==> config.mk <==
export PLATFORM = sky130hd
export DESIGN_NAME = caes_queue
export DESIGN_NICKNAME = d
export VERILOG_FILES = /design/src/rtl/caes_pkg.sv /design/src/rtl/caes_queue.sv
export SDC_FILE = /design/constraint.sdc
export NUM_CORES = 1
export LEC_CHECK = 0
export BUFFER_PORTS_ARGS = -buffer_cell sky130_fd_sc_hd__buf_2
export CAP_MARGIN = 20
export CORE_ASPECT_RATIO = 1.75
export CORE_UTILIZATION = 48
export CTS_CLUSTER_DIAMETER = 100
export DETAILED_ROUTE_END_ITERATION = 10
export PLACE_DENSITY = 0.78
export SETUP_SLACK_MARGIN = 0.15
export SYNTH_ARGS = -nofsm -noshare
export SYNTH_HDL_FRONTEND = slang
export SYNTH_SLANG_ARGS = --single-unit
==> constraint.sdc <==
create_clock -name clock -period 13.2 [get_ports clock]
set_input_delay 0.66 -clock clock [delete_from_list [all_inputs] [get_ports clock]]
set_output_delay 0.66 -clock clock [all_outputs]
set_load 0.005 [all_outputs]
==> src/rtl/caes_pkg.sv <==
`default_nettype none
package caes_pkg;

   localparam int unsigned CARRIER_W = 32;
   localparam int unsigned OUT_W     = 19;
   localparam int unsigned FIELDS    = 10;
   localparam int unsigned CSR_IDX_W = 3;
   localparam int          NEG_CHANNELS = 4;

   // quarter-wave polynomial coefficients, Q30
   localparam logic [30:0] C1 = 31'd1686629713;
   localparam logic [30:0] C3 = 31'd693598668;
   localparam logic [30:0] C5 = 31'd85569306;
   localparam logic [30:0] C7 = 31'd5026995;
   localparam logic [30:0] C9 = 31'd172272;
   localparam logic [30:0] Q30_ONE     = 31'h4000_0000;
   localparam logic [31:0] QUARTER_TURN = 32'h4000_0000;

   localparam logic [1:0] MODE_MIN  = 2'd0;
   localparam logic [1:0] MODE_MAX  = 2'd1;
   localparam logic [1:0] MODE_MEAN = 2'd2;
   localparam logic [1:0] MODE_USER = 2'd3;

   localparam logic [CSR_IDX_W-1:0] REG_POS_CARRIER   = 3'd0;
   localparam logic [CSR_IDX_W-1:0] REG_NEG_CARRIER_A = 3'd1;
   localparam logic [CSR_IDX_W-1:0] REG_NEG_CARRIER_B = 3'd2;
   localparam logic [CSR_IDX_W-1:0] REG_NEG_CARRIER_C = 3'd3;
   localparam logic [CSR_IDX_W-1:0] REG_NEG_CARRIER_D = 3'd4;
   localparam logic [CSR_IDX_W-1:0] REG_OUT_MODE      = 3'd5;
   localparam logic [CSR_IDX_W-1:0] REG_USER_CARRIER  = 3'd6;
   localparam logic [CSR_IDX_W-1:0] REG_START_OFFSET  = 3'd7;

   typedef struct packed {
      logic [CARRIER_W-1:0] pos_carrier;
      logic [3:0][CARRIER_W-1:0] neg_carrier;
      logic [1:0]           out_mode;
      logic [CARRIER_W-1:0] user_carrier;
      logic [CARRIER_W-1:0] start_offset;
   } cfg_type;

   typedef struct packed {
      logic push;
      logic pop;
      logic full;
      logic empty;
   } queue_ctl_type;

endpackage
`default_nettype wire

==> src/rtl/caes_queue.sv <==
`default_nettype none
module caes_queue
   import caes_pkg::*;
#(
   parameter int ENTRY_W = 224
) (
   input  wire logic               clock,
   input  wire logic               reset,
   input  wire logic               push,
   input  wire logic               pop,
   input  wire logic [ENTRY_W-1:0] wr_entry,
   output logic [ENTRY_W-1:0]      rd_entry,
   output queue_ctl_type           status
);

   logic [1:0][ENTRY_W-1:0] slot_ff;
   logic                    wr_ptr_ff;
   logic                    rd_ptr_ff;
   logic [1:0]              count_ff;

   assign rd_entry      = slot_ff[rd_ptr_ff];
   assign status.push   = push;
   assign status.pop    = pop;
   assign status.full   = (count_ff == 2'd2);
   assign status.empty  = (count_ff == 2'd0);

   always_ff @(posedge clock) begin
      if (push) begin
         slot_ff[wr_ptr_ff] <= wr_entry;
      end
      if (reset) begin
         wr_ptr_ff <= 1'b0;
         rd_ptr_ff <= 1'b0;
         count_ff  <= 2'd0;
      end else begin
         if (push) begin
            wr_ptr_ff <= ~wr_ptr_ff;
         end
         if (pop) begin
            rd_ptr_ff <= ~rd_ptr_ff;
         end
         count_ff <= count_ff + {1'b0, push} - {1'b0, pop};
      end
   end

`ifndef SYNTHESIS
   a_no_overflow: assert property (@(posedge clock) disable iff (reset)
      status.full |-> !push) else $error("queue overflow");
   a_no_underflow: assert property (@(posedge clock) disable iff (reset)
      status.empty |-> !pop) else $error("queue underflow");
   a_count_range: assert property (@(posedge clock) disable iff (reset)
      count_ff != 2'd3) else $error("queue count out of range");
`endif

endmodule
`default_nettype wire

==> metrics.csv <==
stage;metric;value;unit
logic_synthesis;Mean Syn Cell Area;23.7;um^2
global_routing;initial antenna violation count;19;
sta;# setup viols final;0;
placement;Port Buffers;455;
cts;Longest Clk Path Bufs;3;
detailed_routing;via count;8406;
critical_path;crit-path max cell delay;0.91;ns
pwr;leakage power;8.16;nW
pwr;Sw Ratio;21.1;%
global_routing;vias in the first global route;8745;
critical_path;Crit path top cell by count;buf_4;
sta;worst slew pin tran;1.07;ns
pwr;VDD IR max;0.164;mV
logic_synthesis;Yosys reg bits;452;
placement;Setup WS pre-CTS;9.09;ns
sta;top achievable clock speed;235;MHz
sta;Worst Clk Skew;0.0107;ns
detailed_routing;routed length per instance;20.9;um
critical_path;crit-path leading delay family;buffers and inverters;
cells_and_area;area of the multi-input gates;0.00320;mm^2
logic_synthesis;Mapped Area;0.0170;mm^2
cells_and_area;register area;0.0135;mm^2
sta;post-layout min period;4.26;ns
sta;Rel. slew slack;28.6;%
detailed_routing;DRT antenna net count;0;
run_status;status;completed;
pwr;cell internal pwr;2.49;mW
cts;CTS tree;yes;
detailed_routing;DR vias/cell;4.94;
global_routing;pin count of the biggest net entering global routing;84;
critical_path;critical path type;flop to output port;
global_routing;first-pass GRT wire length;50.1;mm
sta;Final period util;32.2;%
global_routing;Total GRT Usage;19.2;%
die;Die Y;251;um
critical_path;CP Cell Sequence;buf_4 > buf_16 > buf_4 > mux2_2 > buf_2;
sta;final hold viol count;0;
critical_path;slowest CP cell;dfxtp_4;
cts;Hold Buf Count CTS;0;
sta;Max Slew Vio Count;0;
logic_synthesis;Post-synth EDFFs;448;
cells_and_area;Fillers;2585;
pwr;pwr dens;150;mW/mm^2
critical_path;worst path arrival time;3.60;ns
cts;H-tree levels;2;
logic_synthesis;Post-synth top flop;edfxtp_1;
detailed_routing;initial DRC count;356;
cts;postcts setup bufs;0;
critical_path;WP data required;12.54;ns
die;Core ar.;0.0347;mm^2
sta;setup TNS;0;ns
pwr;P_sw;667;uW
logic_synthesis;Commonest cells post-synth;448 x edfxtp_1, 150 x mux2_4, 74 x mux2_2;
sta;Final WS setup;8.94;ns
logic_synthesis;sequential-to-total area share from yosys stat;79.7;%
placement;gp weighted congestion;0.867;
sta;hold_ws;0.316;ns
cells_and_area;P&R area growth vs syn;23.5;%
logic_synthesis;area leader, netlist;edfxtp_1;
critical_path;Setup crit start kind;flop;
cells_and_area;post-layout util;60.5;%
placement;Placed Area;0.0197;mm^2
die;full die area;0.0362;mm^2
cells_and_area;final net count;1427;
logic_synthesis;area share of the largest cell type after synthesis;79.2;%
die;starting density of the core;49.0;%
sta;RSZ-0062 raised after global routing;false;
cells_and_area;post-route design area;0.0210;mm^2
critical_path;CP bufs+invs;4;
global_routing;Overflow after GRT;0;
cts;CTS buffer count;39;
cells_and_area;share of layout cells above drive strength 1;60.6;%
critical_path;Crit. End Element;output port;
logic_synthesis;largest cells by area after synthesis;edfxtp_1 79%, mux2_4 13%, mux2_2 4.9%;
pwr;clock share of power;34.8;%
cts;clock sinks;452;
critical_path;Critical Path Fanout Max;61;
logic_synthesis;post-synthesis cell type count;14;
logic_synthesis;Post-Syn Instances;718;
cts;CTS Root Cell;clkbuf_16;
critical_path;FF-to-FF setup slack;9.94;ns
cts;Clock Latency Late Sink;0.52;ns
die;Die W;144;um
logic_synthesis;async set-reset flop share out of synthesis;0;%
cts;clk slew on worst S/H paths;0.07;ns
cts;PostCTS Resize Cnt;0;
pwr;Gate power share;11.1;%
hold_path;Hold/Removal Path Class;input pin to flop;
die;IO Pins;456;
run;MaxCap Viol Count;0;
logic_synthesis;Mapped Nets;948;
die;FP Rows;90;
logic_synthesis;most common cell in the synthesized netlist;edfxtp_1;
placement;hpwl dp;25.1;mm
logic_synthesis;Yosys warnings;0;
detailed_routing;DRC viols;0;
detailed_routing;DR pass1 iterations;4;
detailed_routing;Post-Route WL;35.6;mm
pwr;Flop pwr share;54.1;%
-- area by class of cell --
class | instances | area share, %
sequential | 452 | 64.5
multi-input combinational | 237 | 15.3
timing repair buffer | 465 | 11.4
clock buffer | 54 | 5.22
tap | 460 | 2.74
clock inverter | 17 | 0.632
antenna | 15 | 0.179
inverter | 2 | 0.0358
-- flip-flops by register name, summed over array words and instances (netlist names) --
name       cells
wr_ptr_ff      1
rd_ptr_ff      1
count_ff       2
slot_ff      448
-- placed cells by master, fill, tap and decap left out, drive strengths merged --
cell type,instances
bufinv,2
xnor3,1
mux2,224
nor2b,3
ha,2
edfxtp,448
clkbuf,54
xnor2,2
nor2,4
and2,1
inv,4
clkinv,13
buf,465
diode,15
dfxtp,4
-- path summary, 6_finish.rpt --
check                startpoint            to  cells after the start
hold / removal    wr_entry[207]  slot_ff[207]                      1
setup / recovery      rd_ptr_ff  rd_entry[49]                      5
hold reg to reg       wr_ptr_ff     wr_ptr_ff                      2
setup reg to reg      wr_ptr_ff  slot_ff[278]                      4
-- metal layers --
layer  global-route usage (%)  vias up  routed length (um)
met5                        0        -                  47
met4                     10.2        8                1470
met3                     5.18       83                2460
met2                     35.2      337               19700
met1                     19.3     4146               11800
li1                         -     3832                   -
-- cell families after synthesis --
| logic type | after synthesis | synth area share (%) |
|---|---|---|
| DFF | 452 | 79.7 |
| muxes | 224 | 18.2 |
| adders and majority gates | 2 | 0.147 |
| and+or+nand+nor | 8 | 0.236 |
| xor gates and xnor gates | 3 | 0.236 |
| buffers and inverters | 29 | 1.53 |
-- through the flow --
stage / std cells / total power [mW]
finish: 1702 / 3.16
detailed placement: 1614 / 2.09
global route: 1701 / 3.26
floorplan: 718 / 1.96
global placement: 1614 / 2.08
CTS: 1685 / 3.19
-- power by group through the flow --
stage	Combinational, mW	Sequential (mW)	Clock [mW]
finish	0.350	1.71	1.10
global route	0.375	1.71	1.17
CTS	0.354	1.71	1.13
detailed placement	0.352	1.74	0
global placement	0.346	1.74	0
floorplan	0.207	1.75	0
Note: power is estimated with default switching activity, not from simulation.
