[src/rtl/caes_pkg.sv]
`default_nettype none
package caes_pkg;

   localparam int unsigned CARRIER_W = 32;
   localparam int unsigned OUT_W     = 19;
   localparam int unsigned FIELDS    = 10;
   localparam int unsigned CSR_IDX_W = 3;
   localparam int          NEG_CHANNELS = 4;

   // quarter-wave polynomial coefficients, Q30
   localparam logic [30:0] C1 = 31'd1686629713;
   localparam logic [30:0] C3 = 31'd693598668;
   localparam logic [30:0] C5 = 31'd85569306;
   localparam logic [30:0] C7 = 31'd5026995;
   localparam logic [30:0] C9 = 31'd172272;
   localparam logic [30:0] Q30_ONE     = 31'h4000_0000;
   localparam logic [31:0] QUARTER_TURN = 32'h4000_0000;

   localparam logic [1:0] MODE_MIN  = 2'd0;
   localparam logic [1:0] MODE_MAX  = 2'd1;
   localparam logic [1:0] MODE_MEAN = 2'd2;
   localparam logic [1:0] MODE_USER = 2'd3;

   localparam logic [CSR_IDX_W-1:0] REG_POS_CARRIER   = 3'd0;
   localparam logic [CSR_IDX_W-1:0] REG_NEG_CARRIER_A = 3'd1;
   localparam logic [CSR_IDX_W-1:0] REG_NEG_CARRIER_B = 3'd2;
   localparam logic [CSR_IDX_W-1:0] REG_NEG_CARRIER_C = 3'd3;
   localparam logic [CSR_IDX_W-1:0] REG_NEG_CARRIER_D = 3'd4;
   localparam logic [CSR_IDX_W-1:0] REG_OUT_MODE      = 3'd5;
   localparam logic [CSR_IDX_W-1:0] REG_USER_CARRIER  = 3'd6;
   localparam logic [CSR_IDX_W-1:0] REG_START_OFFSET  = 3'd7;

   typedef struct packed {
      logic [CARRIER_W-1:0] pos_carrier;
      logic [3:0][CARRIER_W-1:0] neg_carrier;
      logic [1:0]           out_mode;
      logic [CARRIER_W-1:0] user_carrier;
      logic [CARRIER_W-1:0] start_offset;
   } cfg_type;

   typedef struct packed {
      logic push;
      logic pop;
      logic full;
      logic empty;
   } queue_ctl_type;

endpackage
`default_nettype wire

[src/rtl/caes_front.sv]
`default_nettype none
module caes_front
   import caes_pkg::*;
#(
   parameter int SAMPLE_BITS  = 16,
   parameter int ENTRY_W      = 2 * CARRIER_W + FIELDS * SAMPLE_BITS
) (
   input  wire logic                                clock,
   input  wire logic                                reset,
   input  wire cfg_type                             cfg,
   input  wire logic                                req_valid,
   input  wire logic [FIELDS-1:0][SAMPLE_BITS-1:0]  samples,
   input  wire logic                                queue_full,
   output logic                                     req_stall,
   output logic                                     push,
   output logic [ENTRY_W-1:0]                       entry
);

   localparam int SUM_W = CARRIER_W + 3;

   logic [CARRIER_W-1:0]        sample_index_ff;
   logic signed [CARRIER_W-1:0] lo, hi;
   logic signed [SUM_W-1:0]     sum, mean;
   logic [CARRIER_W-1:0]        out_carrier;
   logic [CARRIER_W-1:0]        tm;

   // output carrier choice
   always_comb begin
      lo  = $signed(cfg.neg_carrier[0]);
      hi  = $signed(cfg.neg_carrier[0]);
      sum = '0;
      for (int i = 0; i < NEG_CHANNELS; i++) begin
         if ($signed(cfg.neg_carrier[i]) < lo) begin
            lo = $signed(cfg.neg_carrier[i]);
         end
         if ($signed(cfg.neg_carrier[i]) > hi) begin
            hi = $signed(cfg.neg_carrier[i]);
         end
         sum = sum + SUM_W'($signed(cfg.neg_carrier[i]));
      end
      mean = sum / NEG_CHANNELS;
      case (cfg.out_mode)
         MODE_MIN:  out_carrier = lo;
         MODE_MAX:  out_carrier = hi;
         MODE_MEAN: out_carrier = mean[CARRIER_W-1:0];
         default:   out_carrier = cfg.user_carrier;
      endcase
   end

   assign tm        = sample_index_ff + cfg.start_offset;
   assign req_stall = queue_full;
   assign push      = req_valid && !queue_full;
   assign entry     = {out_carrier, tm, samples};

   always_ff @(posedge clock) begin
      if (reset) begin
         sample_index_ff <= '0;
      end else if (push) begin
         sample_index_ff <= sample_index_ff + 1'b1;
      end
   end

endmodule
`default_nettype wire

[config.mk]
export PLATFORM = sky130hd
export DESIGN_NAME = caes_front
export DESIGN_NICKNAME = d
export VERILOG_FILES = /design/src/rtl/caes_pkg.sv /design/src/rtl/caes_front.sv
export SDC_FILE = /design/constraint.sdc
export NUM_CORES = 1
export LEC_CHECK = 0
export BUFFER_PORTS_ARGS = -buffer_cell sky130_fd_sc_hd__buf_2
export CAP_MARGIN = 30
export CORE_AREA = 2 2 237 239
export DETAILED_ROUTE_END_ITERATION = 6
export DIE_AREA = 0 0 239 241
export PLACE_DENSITY = 0.46
export SLEW_MARGIN = 10
export SYNTH_ARGS = -nofsm -noshare
export SYNTH_HDL_FRONTEND = slang
export SYNTH_SLANG_ARGS = --single-unit
[constraint.sdc]
create_clock -name clock -period 11.95 [get_ports clock]
set_input_delay 0.5975 -clock clock [delete_from_list [all_inputs] [get_ports clock]]
set_output_delay 0.5975 -clock clock [all_outputs]
set_load 0.01 [all_outputs]
==> results.cfg, run 1 <==
[detailed_routing]
drc = 0
drtIter0Drc = 903
drtPass1Iterations = 5
post_drt_wl_per_cell_um = 21.28
num_vias = 14236
wirelength_mm = 57.09
vias_per_cell = 5.306
antenna_left = 0

[timing]
timing.final.max_slew_violations = 0
finalCritPeriodShare_pct = 89.57
rsz0062_at_grt = no
hold_viol = 0
setup_viol = 0
slew_headroom_pct = 41.44
fin_ws_ns = 1.246
tightest_slew_ns = 0.8784
fin_skew_ns = 0.005632
fmax_mhz = 93.42
period_minus_slack_ns = 10.70
tns_ns = 0

[synth]
yosysTopAreaCellShare_pct = 19.20
yosys_register_bits = 32
synth_top_family_by_area = adder cells
synth_compound_area_share_pct = 22.73
synth-simple-area-share_pct = 18.60
synth_largest_area_cell = ha_1
yosysWarningCount = 0
synthFlopType = dfxtp_1
synth_cell_types = 78
synth-async-reset-ratio_pct = 0
muxShareOfSynthArea_pct = 7.288
netlist_area_sq_um = 14730
syn-num-nets = 2590
synth_adder_area_share_pct = 28.17
yosysSeqAreaShare_pct = 4.349
netlist_instances = 1908
synth_area_per_cell_sq_um = 7.720
synth_most_common_cell = ha_1
synth_edf_count = 0
synthXorXnorAreaFrac_pct = 5.946
synth_common_cells = 226 x ha_1, 164 x buf_4, 148 x a21oi_1, 144 x nor2_1, 115 x o21ai_0
synthTopCellsByArea = ha_1 19%, fa_1 9.0%, buf_4 8.4%

[placement]
place_area_sq_um = 15630
routabilityCongestion = 0.9257
dp_slack_ns = 1.456
dpl.cell_count = 2667
dpl.hpwl_mm = 49.69
port_buffers = 263

[cells_and_area]
largest_reg_flops = 32
stdcell_count = 2683
fin_nets = 2652
top_register = sample_index_ff
design_area_sq_um = 15800
area_growth_pct = 7.255
drive_gt1_share_pct = 19.13
fillCellCount = 6083
top_regs = sample_index_ff (32)

[worst_setup_path]
worstSetupEndpointType = output pin
start_kind = input port
cp.required_ns = 11.35
max_stage_delay_ns = 0.68
crit_fanout = 45
critPathSlowestCell = o21bai_4
crit_top_cell = ha_1
worstSetupPathType = input port to output pin
cp.arrival_ns = 10.11
reg2regPathDepth = 11

[floorplan]
die_w_um = 239
num_rows = 86
ioPinCount = 616
die_h_um = 241
dieArea_sq_um = 57600
start_util_pct = 26.84
coreArea_sq_um = 54880

[power_and_ir_drop]
finalPower_w = 0.001985
power_density_nw_per_um2 = 125.7
leakagePower_nw = 7.281
ir_drop_uv = 62.98

[global_route]
grt_antenna_before_repair = 17
grt_pass1_wl_mm = 83.30
grt_pass1_vias = 13925
grt_max_degree = 62
grt_use_total_pct = 19.01
grt_overflow = 0

[cts]
tritoncts = yes
post_cts_buffers = 0
clock-sinks = 32
cts-root-buf = clkbuf_16
clockBufferDepth = 2
cts_resized = 0
cts.hold.buffers_added = 0
path_clk_slew_ns = 0.05
clk_latency_ns = 0.28
numCtsBuffers = 5
htree_levels = 2

[min_path]
hold_path.class = flip-flop to flip-flop
min_path_cells = 2

[run_status]
status = complete, no violations

[flow_run]
maxCapViolCount = 0
[layout make-up]
type                            instances  area, sq um  area share (%)
Inverter                              112        420.4           2.661
Multi-Input combinational cell       1539        12220           77.36
Antenna cell                            8        20.02          0.1267
Clock inverter                          2        10.01         0.06336
Sequential cell                        32        640.6           4.055
Tap cell                              704        880.8           5.576
Timing Repair Buffer                  280         1465           9.275
Clock buffer                            6        138.9          0.8791
[cells by family (layout without fill, tap and decap cells)]
| kind of cell | count (synthesis) | count (layout) |
|---|---|---|
| adders and majority gates | 292 | 292 |
| AOI/OAI and AO/OA | 516 | 516 |
| and+or+nand+nor | 531 | 531 |
| DFF | 32 | 32 |
| other | 0 | 8 |
| buffers and inverters | 337 | 400 |
| xor gates and xnor gates | 100 | 100 |
| muxes | 100 | 100 |
[critical path, delay by kind of cell]
family / cells / cell delay (ns)
buf+inv: 6 / 1.38
compound gates: 12 / 3.79
mux: 3 / 1.14
simple gates: 10 / 2.21
fa+ha+maj: 3 / 0.85
[placed cells by master, fill, tap and decap left out, types with 25 or more instances in the layout]
cell type,Yosys,routed
mux2_2,58,58
nor3_1,35,33
ha_1,226,226
o21ai_0,115,115
inv_1,112,112
nor2_1,144,143
nand2_1,114,114
nand3_1,39,39
nand4_1,56,56
xnor2_1,53,53
nand2b_1,33,33
dfxtp_1,32,32
o21a_1,25,25
fa_1,66,66
a21o_1,59,59
xor2_1,47,47
mux2i_1,42,42
buf_2,5,263
a21oi_1,148,148
[report_power, final]
group | switching (W) | leakage [nW] | internal [W]
sequential | 0.000000659 | 0.258 | 0.000107
clock | 0.0000458 | 0.0767 | 0.0000820
combinational | 0.00105 | 6.95 | 0.000699
[metrics by stage]
stage / hold slack [ns] / utilization (%)
after detailed placement: 0.5117 / 28.48
after global routing: 0.5622 / 28.76
after floorplan: 0.4644 / -
after CTS: 0.5221 / 28.75
final: 0.5140 / 28.79
after global placement: 0.5020 / 28.47
[routing by layer]
| layer | vias to the layer above | track usage (%) | share of wire, % |
|---|---|---|---|
| li1 | 6906 | - | - |
| met1 | 6731 | 25.63 | 45 |
| met2 | 483 | 31.43 | 46 |
| met3 | 96 | 3.420 | 6.8 |
| met4 | 20 | 4.337 | 2.2 |
| met5 | - | 0 | 0.20 |
[worst paths after layout]
| check | from | to | slack [ns] |
|---|---|---|---|
| setup / recovery | cfg[72] | entry[193] | 1.25 |
| hold / removal | sample_index_ff[31]$_SDFFE_PP0P_ | sample_index_ff[31]$_SDFFE_PP0P_ | 0.51 |
| setup reg to reg | sample_index_ff[3]$_SDFFE_PP0P_ | sample_index_ff[30]$_SDFFE_PP0P_ | 8.83 |
| hold reg to reg | sample_index_ff[31]$_SDFFE_PP0P_ | sample_index_ff[31]$_SDFFE_PP0P_ | 0.51 |
No activity file was read; power rests on OpenSTA's default activity.
==> run 2: changes to the inputs <==
Settings changed: ABC_AREA from default to 1, CORE_AREA 2 2 237 239 to 2 2 240 242, DIE_AREA 0 0 239 241 to 0 0 242 244, PLACE_DENSITY 0.46 to 0.43.
==> run 2 against run 1 <==
Worst setup slack improved by 0.46 ns. Total power decreased by 2.8%. Clock skew is 0.00065 ns lower. Critical path depth rose by 6. Global-route usage is 1.9 points lower. Largest power group unchanged. Hold slack worse by 0.020 ns. Synthesized cell count rose by 11%. Clock power barely moved. Non-clock buffer count fell by 5.
==> results.cfg, run 2 <==
[run_status]
status = complete, no violations

[cells_and_area]
final_common_cell = nand2_1
top_regs = sample_index_ff (32)
design_area_sq_um = 15050
drive_gt1_share_pct = 16.10
largest_reg_flops = 32
area_growth_pct = 8.002
fillCellCount = 6489
finalCoreUtilization_pct = 26.79
final_cell_mix = 460 x nand2_1, 263 x buf_2, 226 x ha_1
top_register = sample_index_ff
stdcell_count = 2951
fin_nets = 2868

[worst_setup_path]
critPathSlowestCell = a2111oi_0
r2r_setup_slack_ns = 8.21
worstSetupPathType = input port to output pin
r2r-start = sample_index_ff[0]$_SDFFE_PP0P_
worstSetupEndpointType = output pin
crit_top_cell = o21ai_0
cp.required_ns = 11.35
reg2regPathDepth = 22
max_stage_delay_ns = 0.60
crit_fanout = 48
start_kind = input port
cp.arrival_ns = 9.64
rr_endpoint = sample_index_ff[31]$_SDFFE_PP0P_

[timing]
slew_headroom_pct = 40.67
rsz0062_at_grt = no
fmax_mhz = 97.66
hold_viol = 0
fin_skew_ns = 0.004987
setup_viol = 0
tns_ns = 0
period_minus_slack_ns = 10.24
timing.final.max_slew_violations = 0
finalCritPeriodShare_pct = 85.69
tightest_slew_ns = 0.8868

[power_and_ir_drop]
p_int_w = 0.0007545
p_comb_share_pct = 87.8
power_density_nw_per_um2 = 128.2
clock_power_share_pct = 6.6
leakagePower_nw = 7.291
swShare_pct = 60.90
ir_drop_uv = 64.83
power_frac_seq_pct = 5.6
p_switching_w = 0.001175

[floorplan]
coreArea_sq_um = 56170
die_h_um = 244
dieArea_sq_um = 59050
ioPinCount = 616
num_rows = 87
start_util_pct = 24.80
die_w_um = 242

[min_path]
hold_path.class = flip-flop to flip-flop
min_from = sample_index_ff[25]$_SDFFE_PP0P_
whs_endpoint = sample_index_ff[25]$_SDFFE_PP0P_
min_path_cells = 2

[cts]
clock-sinks = 32
clk_latency_ns = 0.28
numCtsBuffers = 5
clockBufferDepth = 2
cts.hold.buffers_added = 0
cts-root-buf = clkbuf_16
cts_resized = 0
tritoncts = yes
post_cts_buffers = 0
htree_levels = 2
path_clk_slew_ns = 0.06

[synth]
muxShareOfSynthArea_pct = 0
synth_compound_area_share_pct = 18.37
synthFlopType = dfxtp_1
synthXorXnorAreaFrac_pct = 4.293
synth_top_family_by_area = adder cells
synth_common_cells = 464 x nand2_1, 226 x ha_1, 218 x inv_1, 178 x nand3_1, 177 x o21ai_0
synth_most_common_cell = nand2_1
synth-async-reset-ratio_pct = 0
synth_edf_count = 0
syn-num-nets = 2804
synth_area_per_cell_sq_um = 6.566
netlist_instances = 2122
synth-simple-area-share_pct = 26.29
synth_cell_types = 57
yosysSeqAreaShare_pct = 4.598
synthTopCellsByArea = ha_1 20%, nand2_1 13%, fa_1 9.5%
netlist_area_sq_um = 13930
synth_adder_area_share_pct = 29.78
synth_largest_area_cell = ha_1
yosysWarningCount = 0
yosys_register_bits = 32
yosysTopAreaCellShare_pct = 20.30

[global_route]
grt-busiest-layer = met2
grt_pass1_vias = 14253
grt_use_total_pct = 17.09
grtUsageMet3_pct = 2.930
grt_overflow = 0
grt_max_degree = 63
grt_pass1_wl_mm = 79.56
use_met2_pct = 30.09
met1_usage_pct = 21.32
grt_antenna_before_repair = 20

[placement]
port_buffers = 263
dpl.hpwl_mm = 44.64
place_area_sq_um = 14860
dpl.cell_count = 2934
routabilityCongestion = 0.8538

[detailed_routing]
drtIter0Drc = 748
vias_per_cell = 4.838
num_vias = 14278
antenna_left = 0
drc = 0
post_drt_wl_per_cell_um = 17.71
drtPass1Iterations = 5
wirelength_mm = 52.26

[flow_run]
maxCapViolCount = 0
run 2: worst max-delay path, delay by kind of cell:
family	cells	cell delay, ns
AOI/OAI and AO/OA	16	3.65
adders and majority gates	3	0.96
and+or+nand+nor	15	3.00
buffers and inverters	6	1.40
run 2: how the worst max path moves through the flow:
| stage | slack (ns) | to | cells after the start | start |
|---|---|---|---|---|
| 6_report | 1.71 | entry[215] | 40 | cfg[81] |
| 5_1_grt | 0.82 | entry[192] | 41 | cfg[81] |
| 4_1_cts | 1.65 | entry[192] | 41 | cfg[81] |
| 3_5_place_dp | 1.69 | entry[214] | 40 | cfg[81] |
| 3_3_place_gp | 1.72 | entry[215] | 41 | cfg[81] |
| 2_1_floorplan | 4.88 | entry[222] | 44 | cfg[71] |
run 2: cells by family after synthesis:
| family | count (synthesis) |
|---|---|
| xor+xnor | 64 |
| buf+inv | 449 |
| compound gates | 453 |
| simple gates | 832 |
| flops | 32 |
| fa+ha+maj | 292 |
run 2: layout make-up:
| cell class | instances | area, sq um | area share, % |
|---|---|---|---|
| Antenna cell | 8 | 20.02 | 0.1330 |
| Clock buffer | 5 | 125.1 | 0.8315 |
| Clock inverter | 3 | 18.77 | 0.1247 |
| Inverter | 231 | 868.3 | 5.771 |
| Multi-Input combinational cell | 1641 | 10990 | 73.03 |
| Sequential cell | 32 | 640.6 | 4.257 |
| Tap cell | 756 | 945.9 | 6.286 |
| Timing Repair Buffer | 275 | 1439 | 9.563 |
run 2: power by group through the flow:
stage          clock [W]  sequential, W  combinational (W)
2_1_floorplan          0       0.000110            0.00122
3_3_place_gp           0       0.000110            0.00167
3_5_place_dp           0       0.000110            0.00168
4_1_cts         0.000132       0.000108            0.00169
5_1_grt         0.000136       0.000108            0.00192
6_report        0.000128       0.000108            0.00169
run 2: metrics by stage:
| step | hold WS (ns) | worst slack [ns] | power, W |
|---|---|---|---|
| detailed placement | 0.4807 | 1.687 | 0.001792 |
| CTS | 0.4975 | 1.650 | 0.001934 |
| finish | 0.4938 | 1.710 | 0.001930 |
| floorplan | 0.4509 | 4.879 | 0.001334 |
| global route | 0.5202 | 0.8246 | 0.002162 |
| global placement | 0.4816 | 1.715 | 0.001776 |
run 2: per-layer routing:
layer	share of wire, %	vias to the layer above
met3	5.8	121
met5	0.23	-
li1	-	7177
met2	48	338
met1	44	6624
met4	2.7	18
